===== src/rtl/wcps_pkg.sv =====
// Package for the word clock phrase selector: word codes, register indexes
// and the phrase buffer type shared by the builder, emitter and top level.
// No dependencies.
package wcps_pkg;

    localparam int MAX_WORDS = 12;
    localparam int CNT_W     = 4;

    typedef logic [5:0] word_t;
    typedef logic [CNT_W-1:0] cnt_t;

    // One decoded phrase: the word codes in order and how many are used.
    typedef struct packed {
        word_t [MAX_WORDS-1:0] codes;
        cnt_t                  count;
    } phrase_t;

    localparam word_t W_IT         = 6'd0;
    localparam word_t W_IS         = 6'd1;
    localparam word_t W_MID_NIGHT  = 6'd2;
    localparam word_t W_NOON       = 6'd3;
    localparam word_t W_O_CLOCK    = 6'd4;
    localparam word_t W_HALF       = 6'd5;
    localparam word_t W_PAST       = 6'd6;
    localparam word_t W_TO         = 6'd7;
    localparam word_t W_EL         = 6'd8;
    localparam word_t W_AT         = 6'd9;
    localparam word_t W_NIGHT      = 6'd10;
    localparam word_t W_IN         = 6'd11;
    localparam word_t W_THE        = 6'd12;
    localparam word_t W_MORN       = 6'd13;
    localparam word_t W_AFTER_NOON = 6'd14;
    localparam word_t W_EVE        = 6'd15;
    localparam word_t W_AND        = 6'd16;
    localparam word_t W_COLD       = 6'd17;
    localparam word_t W_COOL       = 6'd18;
    localparam word_t W_WARM       = 6'd19;
    localparam word_t W_HOT        = 6'd20;
    localparam word_t W_NUM_BASE   = 6'd20;
    localparam word_t W_HOUR_BASE  = 6'd40;

    localparam logic [1:0] REG_COLD_LIMIT = 2'd0;
    localparam logic [1:0] REG_COOL_LIMIT = 2'd1;
    localparam logic [1:0] REG_WARM_LIMIT = 2'd2;

    localparam logic signed [7:0] COLD_LIMIT_RST = 8'sd16;
    localparam logic signed [7:0] COOL_LIMIT_RST = 8'sd20;
    localparam logic signed [7:0] WARM_LIMIT_RST = 8'sd30;

endpackage


===== src/rtl/wcps_phrase.sv =====
// Combinational phrase builder: turns one registered time and temperature
// into the full list of word codes. Depends on wcps_pkg.
module wcps_phrase
(
    input  logic [4:0]        hour,
    input  logic [5:0]        minute,
    input  logic signed [7:0] temperature_c,
    input  logic signed [7:0] cold_limit,
    input  logic signed [7:0] cool_limit,
    input  logic signed [7:0] warm_limit,
    output wcps_pkg::phrase_t phrase
);

    logic [4:0] h;
    logic [5:0] m;
    logic [4:0] h2;
    logic [3:0] hw;
    logic [5:0] diff;

    always_comb
    begin
        h  = (hour > 5'd23) ? 5'd23 : hour;
        m  = (minute > 6'd59) ? 6'd59 : minute;
        h2 = (m > 6'd30) ? (h + 5'd1) : h;
        if (h2 == 5'd0)
        begin
            hw = 4'd12;
        end
        else if (h2 <= 5'd12)
        begin
            hw = h2[3:0];
        end
        else
        begin
            hw = 4'(h2 - 5'd12);
        end
        // Number word for the "to" side: units after twenty below 40, full count from 40.
        if (m < 6'd40)
        begin
            diff = 6'd40 - m;
        end
        else
        begin
            diff = 6'd60 - m;
        end
    end

    always_comb
    begin
        wcps_pkg::cnt_t n;
        n = '0;
        phrase.codes = '{default: wcps_pkg::W_IT};

        phrase.codes[n] = wcps_pkg::W_IT;
        n = n + 4'd1;
        phrase.codes[n] = wcps_pkg::W_IS;
        n = n + 4'd1;

        if (m == 6'd0)
        begin
            if (h == 5'd0)
            begin
                phrase.codes[n] = wcps_pkg::W_MID_NIGHT;
            end
            else if (h == 5'd12)
            begin
                phrase.codes[n] = wcps_pkg::W_NOON;
            end
            else
            begin
                phrase.codes[n] = wcps_pkg::W_O_CLOCK;
            end
            n = n + 4'd1;
        end
        else
        begin
            if (m <= 6'd20)
            begin
                phrase.codes[n] = wcps_pkg::W_NUM_BASE + m;
                n = n + 4'd1;
            end
            else if (m < 6'd30)
            begin
                phrase.codes[n] = wcps_pkg::W_NUM_BASE + 6'd20;
                n = n + 4'd1;
                phrase.codes[n] = m;
                n = n + 4'd1;
            end
            else if (m == 6'd30)
            begin
                phrase.codes[n] = wcps_pkg::W_HALF;
                n = n + 4'd1;
            end
            else if (m < 6'd40)
            begin
                phrase.codes[n] = wcps_pkg::W_NUM_BASE + 6'd20;
                n = n + 4'd1;
                phrase.codes[n] = wcps_pkg::W_NUM_BASE + diff;
                n = n + 4'd1;
            end
            else
            begin
                phrase.codes[n] = wcps_pkg::W_NUM_BASE + diff;
                n = n + 4'd1;
            end
            phrase.codes[n] = (m <= 6'd30) ? wcps_pkg::W_PAST : wcps_pkg::W_TO;
            n = n + 4'd1;
        end

        // The hour and part of day are skipped only on exact midnight or noon.
        if (!(m == 6'd0 && (h == 5'd0 || h == 5'd12)))
        begin
            phrase.codes[n] = wcps_pkg::W_HOUR_BASE + {2'b00, hw};
            n = n + 4'd1;
            if (h2 == 5'd11 || h2 == 5'd23)
            begin
                phrase.codes[n] = wcps_pkg::W_EL;
                n = n + 4'd1;
            end
            if (h < 5'd6 || h >= 5'd22)
            begin
                phrase.codes[n] = wcps_pkg::W_AT;
                n = n + 4'd1;
                phrase.codes[n] = wcps_pkg::W_NIGHT;
                n = n + 4'd1;
            end
            else
            begin
                phrase.codes[n] = wcps_pkg::W_IN;
                n = n + 4'd1;
                phrase.codes[n] = wcps_pkg::W_THE;
                n = n + 4'd1;
                if (h < 5'd12)
                begin
                    phrase.codes[n] = wcps_pkg::W_MORN;
                end
                else if (h < 5'd18)
                begin
                    phrase.codes[n] = wcps_pkg::W_AFTER_NOON;
                end
                else
                begin
                    phrase.codes[n] = wcps_pkg::W_EVE;
                end
                n = n + 4'd1;
            end
        end

        phrase.codes[n] = wcps_pkg::W_AND;
        n = n + 4'd1;
        if (temperature_c <= cold_limit)
        begin
            phrase.codes[n] = wcps_pkg::W_COLD;
        end
        else if (temperature_c <= cool_limit)
        begin
            phrase.codes[n] = wcps_pkg::W_COOL;
        end
        else if (temperature_c <= warm_limit)
        begin
            phrase.codes[n] = wcps_pkg::W_WARM;
        end
        else
        begin
            phrase.codes[n] = wcps_pkg::W_HOT;
        end
        n = n + 4'd1;
        phrase.count = n;
    end

endmodule


===== src/rtl/wcps_emit.sv =====
// Phrase buffer and word emitter: holds one built phrase and hands out
// its words one per handshake. Depends on wcps_pkg.
module wcps_emit
(
    input  logic              clk,
    input  logic              rst_n,
    input  logic              load,
    input  wcps_pkg::phrase_t phrase,
    output logic              free,
    output logic              out_valid,
    input  logic              out_stall,
    output logic [5:0]        word_code,
    output logic              last_word
);

    logic                  ph_valid_reg, ph_valid_next;
    wcps_pkg::cnt_t        idx_reg, idx_next;
    wcps_pkg::cnt_t        cnt_reg;
    wcps_pkg::word_t [wcps_pkg::MAX_WORDS-1:0] codes_reg;
    logic                  take;
    logic                  done;

    assign out_valid = ph_valid_reg;
    assign word_code = codes_reg[idx_reg];
    assign last_word = (idx_reg == cnt_reg - 4'd1);
    assign take      = ph_valid_reg && !out_stall;
    assign done      = take && last_word;
    assign free      = !ph_valid_reg || done;

    always_comb
    begin
        ph_valid_next = ph_valid_reg;
        idx_next      = idx_reg;
        if (load)
        begin
            ph_valid_next = 1'b1;
            idx_next      = '0;
        end
        else if (done)
        begin
            ph_valid_next = 1'b0;
        end
        else if (take)
        begin
            idx_next = idx_reg + 4'd1;
        end
    end

    always_ff @(posedge clk or negedge rst_n)
    begin
        if (!rst_n)
        begin
            ph_valid_reg <= 1'b0;
            idx_reg      <= '0;
        end
        else
        begin
            ph_valid_reg <= ph_valid_next;
            idx_reg      <= idx_next;
        end
    end

    always_ff @(posedge clk)
    begin
        if (load)
        begin
            codes_reg <= phrase.codes;
            cnt_reg   <= phrase.count;
        end
    end

    // A held phrase always has between five and twelve words.
    a_count_range: assert property (@(posedge clk) disable iff (!rst_n)
        ph_valid_reg |-> (cnt_reg >= 4'd5 && cnt_reg <= 4'd12))
        else $error("phrase word count out of range");

    // The word pointer never runs past the end of the phrase.
    a_idx_bound: assert property (@(posedge clk) disable iff (!rst_n)
        ph_valid_reg |-> (idx_reg < cnt_reg))
        else $error("word pointer past end of phrase");

    // Every new phrase starts with the word it.
    a_first_word: assert property (@(posedge clk) disable iff (!rst_n)
        load |=> (out_valid && idx_reg == '0 && word_code == wcps_pkg::W_IT))
        else $error("phrase does not start with it");

    // A word taken before the last keeps the phrase on the output.
    a_no_drop: assert property (@(posedge clk) disable iff (!rst_n)
        (take && !last_word) |=> out_valid)
        else $error("phrase dropped before its last word");

endmodule


===== src/rtl/word_clock_phrase_select.sv =====
// Top level of the word clock phrase selector: input register, limit
// registers, phrase builder and word emitter. Depends on wcps_pkg,
// wcps_phrase and wcps_emit.
//
// Each accepted item on the input channel (hour, minute, temperature) yields
// a phrase of 5 to 12 output words, one word per cycle on the output
// channel unless out_stall holds it, the final one flagged by last_word. The
// first word is shown once the item has passed through the input register
// and been loaded into the phrase buffer. The input register holds the next
// item while the current phrase drains, so a new item can be accepted before
// the last one is through, and that item's phrase is built and loaded in the
// same cycle the last word of the previous phrase is taken, so phrases
// follow each other with no gap. Hours above 23 and minutes above 59 are
// treated as 23 and 59. The user must write the three temperature limits
// through cfg_we/cfg_index/cfg_data only while the block is idle; the block
// itself does not enforce this. An index of three is ignored.
module word_clock_phrase_select
(
    input  logic              clk,
    input  logic              rst_n,
    input  logic              cfg_we,
    input  logic [1:0]        cfg_index,
    input  logic [7:0]        cfg_data,
    input  logic              in_valid,
    output logic              in_stall,
    input  logic [4:0]        hour,
    input  logic [5:0]        minute,
    input  logic signed [7:0] temperature_c,
    output logic              out_valid,
    input  logic              out_stall,
    output logic [5:0]        word_code,
    output logic              last_word
);

    logic                    in_full_reg, in_full_next;
    logic [4:0]              hour_reg;
    logic [5:0]              minute_reg;
    logic signed [7:0]       temp_reg;
    logic signed [7:0]       cold_limit_reg;
    logic signed [7:0]       cool_limit_reg;
    logic signed [7:0]       warm_limit_reg;
    logic                    emit_free;
    logic                    load;
    logic                    in_take;
    wcps_pkg::phrase_t       phrase;

    // The held item moves into the phrase buffer as soon as it is free.
    assign load     = in_full_reg && emit_free;
    assign in_stall = in_full_reg && !load;
    assign in_take  = in_valid && !in_stall;

    always_comb
    begin
        in_full_next = in_full_reg;
        if (in_take)
        begin
            in_full_next = 1'b1;
        end
        else if (load)
        begin
            in_full_next = 1'b0;
        end
    end

    always_ff @(posedge clk or negedge rst_n)
    begin
        if (!rst_n)
        begin
            in_full_reg <= 1'b0;
        end
        else
        begin
            in_full_reg <= in_full_next;
        end
    end

    always_ff @(posedge clk)
    begin
        if (in_take)
        begin
            hour_reg   <= hour;
            minute_reg <= minute;
            temp_reg   <= temperature_c;
        end
    end

    // Limit registers come out of reset at their documented defaults.
    always_ff @(posedge clk or negedge rst_n)
    begin
        if (!rst_n)
        begin
            cold_limit_reg <= wcps_pkg::COLD_LIMIT_RST;
            cool_limit_reg <= wcps_pkg::COOL_LIMIT_RST;
            warm_limit_reg <= wcps_pkg::WARM_LIMIT_RST;
        end
        else if (cfg_we)
        begin
            case (cfg_index)
                wcps_pkg::REG_COLD_LIMIT: cold_limit_reg <= cfg_data;
                wcps_pkg::REG_COOL_LIMIT: cool_limit_reg <= cfg_data;
                wcps_pkg::REG_WARM_LIMIT: warm_limit_reg <= cfg_data;
                default:                  ;
            endcase
        end
    end

    wcps_phrase u_phrase
    (
        .hour          (hour_reg),
        .minute        (minute_reg),
        .temperature_c (temp_reg),
        .cold_limit    (cold_limit_reg),
        .cool_limit    (cool_limit_reg),
        .warm_limit    (warm_limit_reg),
        .phrase        (phrase)
    );

    wcps_emit u_emit
    (
        .clk       (clk),
        .rst_n     (rst_n),
        .load      (load),
        .phrase    (phrase),
        .free      (emit_free),
        .out_valid (out_valid),
        .out_stall (out_stall),
        .word_code (word_code),
        .last_word (last_word)
    );

    // A phrase is only loaded while the input register holds an item.
    a_load_needs_item: assert property (@(posedge clk) disable iff (!rst_n)
        load |-> in_full_reg)
        else $error("phrase loaded without a held item");

    // An item is never taken while another one waits without moving on.
    a_no_overwrite: assert property (@(posedge clk) disable iff (!rst_n)
        (in_full_reg && !load) |-> !in_take)
        else $error("held item overwritten");

    // After a load the output channel is busy with the new phrase.
    a_load_shows: assert property (@(posedge clk) disable iff (!rst_n)
        load |=> out_valid)
        else $error("loaded phrase not shown on output");

endmodule

===== config.mk =====
export PLATFORM = sky130hd
export DESIGN_NAME = word_clock_phrase_select
export DESIGN_NICKNAME = d
export VERILOG_FILES = /design/src/rtl/wcps_pkg.sv /design/src/rtl/wcps_phrase.sv /design/src/rtl/wcps_emit.sv /design/src/rtl/word_clock_phrase_select.sv
export SDC_FILE = /design/constraint.sdc
export NUM_CORES = 1
export LEC_CHECK = 0
export BUFFER_PORTS_ARGS = -buffer_cell sky130_fd_sc_hd__buf_2
export CAP_MARGIN = 20
export CORE_ASPECT_RATIO = 1.5
export CORE_MARGIN = 5
export CORE_UTILIZATION = 45
export CTS_CLUSTER_SIZE = 16
export DETAILED_ROUTE_END_ITERATION = 10
export SLEW_MARGIN = 20
export SYNTH_ARGS = -nofsm -noshare
export SYNTH_HDL_FRONTEND = slang
export SYNTH_SLANG_ARGS = --single-unit
export TNS_END_PERCENT = 100

===== constraint.sdc =====
create_clock -name clk -period 7.4 [get_ports clk]
set_input_delay 2.22 -clock clk [delete_from_list [all_inputs] [get_ports clk]]
set_output_delay 2.22 -clock clk [all_outputs]
set_load 0.02 [all_outputs]

==> results.yml <==
run_status:
  status: "complete, no violations"
die:
  fp.coreArea_um2: 21100
  io_pins: 43
  die-area_um2: 24500
  rows: 65
  die_height_um: 189
  die_w_um: 130
  initial_core_util: 0.458
worst_hold_path:
  hold_start: "warm_limit_reg[5]"
  hold_path.class: "reg -> reg"
clock_network:
  cts_tree: "yes"
  clkTransAtPathRegs_ns: 0.06
  h-tree-depth: 4
  cts_sinks: 125
  cts_resized: 0
  cts_buffers: 17
  cts_buffer_depth: 2
  insertion_delay_ns: 0.42
  cts.hold.buffers_added: 0
  cts_root_buf: "clkbuf_16"
  postCtsSetupBuffers: 0
critical_path:
  worst-path-stages: 22
  endpoint: "u_emit.codes_reg[0]"
  worstPathArrival_ns: 6.79
  rrSetupSlack_ns: 0.74
  crit_required_ns: 7.53
  worst_path_most_repeated_cell: "buf_4"
  r2r_end: "u_emit.codes_reg[0]"
  slowest_delay_ns: 0.63
  start_kind: "register"
  rr_worst_depth: 22
  critPathTopFamily: "simple AND/OR/NAND/NOR gates"
  path_max_fanout: 18
  cp_slowest_cell: "or4b_2"
  crit_type: "reg -> reg"
  startpoint: "minute_reg[2]"
  worst-path-buf-inv: 6
  end_kind: "register"
  path_cells: "and3_1 > a31oi_1 > buf_4 > or4b_2 > o211ai_1 > inv_1 > ha_1 > mux2_2 > and2_4 > xnor2_2 > inv_1 > ha_1 > xnor2_2 > buf_4 > xnor2_1 > buf_4 > o41a_4 > xnor2_4 > mux2i_1 > buf_4 > or2_0 > o22ai_1"
  r2r_start: "minute_reg[2]"
logic_synthesis:
  synth_top_area_frac: 0.296
  netlist_instances: 1017
  synth_common_cells: "nand2_1, edfxtp_1, o21ai_0"
  synth_area_leader_cell: "edfxtp_1"
  synth-edff-count: 95
  ys_ff_latch: 125
  synth.distinct_cells: 92
  async_flop_share: 0.240
  synth.avg_cell_area_um2: 9.48
  synthTopCellsByArea: "edfxtp_1, ha_1, dfrtp_1"
  synth.most_common_cell: "nand2_1"
  syn-cell-area_um2: 9640
  ys_seq_area_frac: 0.375
  yosys_warnings: 0
  ys.flop_type: "edfxtp_1"
cells_and_area:
  largest_register_ffs: 72
  area_growth_pct: 11.9
  layout-drive-gt1-share: 0.173
  fill_cells: 1952
  antenna_cells: 0
  nNetsFinal: 1138
power:
  p_int_mw: 2.16
  power_switching_mw: 1.66
  pwr-share-clk: 0.221
  comb_power_share: 0.515
  p_leak_nw: 4.12
  ir_drop_v: 0.000185
  seqPwrFrac: 0.265
  switching_share: 0.434
  power.density_nw_per_um2: 354
timing:
  hold_viol_final: 0
  tns_ns: 0
  finalCriticalPeriod_ns: 6.66
  timing.fmax_ghz: 0.150
  relSlewSlack: 0.261
  setup_ws_ns: 0.739
  setup_violations: 0
  tightest_slew_ns: 1.11
  post-route-period-util: 0.900
  slew_violations: 0
  rsz0062_at_grt: "no"
  fin_skew_ns: 0.00973
route:
  drt_first_pass_iters: 5
  postRouteAntennaNets: 0
  num_vias: 8542
  drt_iter0_drc: 761
  wl_per_cell_um: 24.4
  drc: 0
  drt_wl_total_mm: 32.6
  viasPerCell: 6.41
placement:
  gp_congestion: 1.04
  portBuffers: 42
  pre_cts_slack_ns: 0.937
  dpl.hpwl_mm: 25.3
global_route:
  grt_overflow: 0
  grt_pass1_vias: 8529
  grt_max_degree: 41
  antenna_found_initial: 0
  grt_pass1_wl_mm: 50.0
  grt_usage: 0.271
run:
  drv_cap: 0
kinds of logic after synthesis:
logic type	synth area share
muxes	0.0891
DFF	0.375
AOI/OAI and AO/OA	0.223
buffers and inverters	0.0483
and+or+nand+nor	0.161
other	0.000389
xor gates and xnor gates	0.0353
adders and majority gates	0.0688
worst min-delay path by stage:
stage,to,cells after the start
CTS,cool_limit_reg[6],1
finish,warm_limit_reg[5],1
global placement,cool_limit_reg[6],1
global route,cool_limit_reg[1],1
detailed placement,cool_limit_reg[6],1
floorplan,u_emit.out_valid,1
final cells by class:
| type | instances | area (µm²) | share of cell area |
|---|---|---|---|
| flip-flops and latches | 125 | 3610 | 0.335 |
| inverters | 62 | 233 | 0.0216 |
| multi-input cells | 775 | 5590 | 0.518 |
| repair buffers | 70 | 420 | 0.0389 |
| clock inverters | 11 | 143 | 0.0132 |
| clock buffers | 21 | 460 | 0.0427 |
| well taps | 268 | 335 | 0.0311 |
per-layer routing:
metal / part of all wire / GRT usage / wire (µm) / up-vias
met5: 0 / 0 / 0 / -
met2: 0.52 / 0.489 / 16900 / 399
li1: - / - / - / 3946
met4: 0.083 / 0.181 / 2690 / 0
met3: 0.061 / 0.0528 / 2000 / 157
met1: 0.34 / 0.277 / 11000 / 4040
power by group through the flow:
stage                     combinational (mW)  clock [mW]  sequential (mW)
after floorplan                         1.34           0            0.975
after global placement                  1.91           0             1.02
after detailed placement                1.92           0             1.03
after CTS                               1.92       0.856             1.01
after global routing                    2.10       0.887             1.02
final                                   1.97       0.842             1.01
through the flow:
step	hold slack (ns)	area (µm²)	power, mW	cells	util
after floorplan	0.471	9660	2.32	1020	-
after global placement	0.487	10200	2.94	1300	0.484
after detailed placement	0.494	10200	2.94	1300	0.484
after CTS	0.506	10800	3.79	1332	0.512
after global routing	0.523	10800	4.01	1332	0.512
final	0.505	10800	3.82	1332	0.512
cells in the final DEF (no fill, tap or decap), drive strengths merged, types with 6 or more instances in the layout:
master     n
nand2    101
edfxtp    95
o21ai     72
buf       70
inv       61
a21oi     59
nor2      56
ha        53
nand3     35
o22ai     27
nor3      27
a31oi     23
dfrtp     23
xnor2     23
mux2      22
clkbuf    21
mux2i     19
mux4      18
nand2b    16
o211ai    13
and2      13
nor2b     12
o32ai     12
o21a      11
nand4     11
or2       10
o31ai      8
and3       7
or3        7
o221ai     7
o2bb2ai    7
a22oi      7
dfstp      7
clkinv     7
a21o       6
a211oi     6
a21boi     6
a32oi      6
xor2       6
Note: power is estimated with default switching activity, not from simulation.
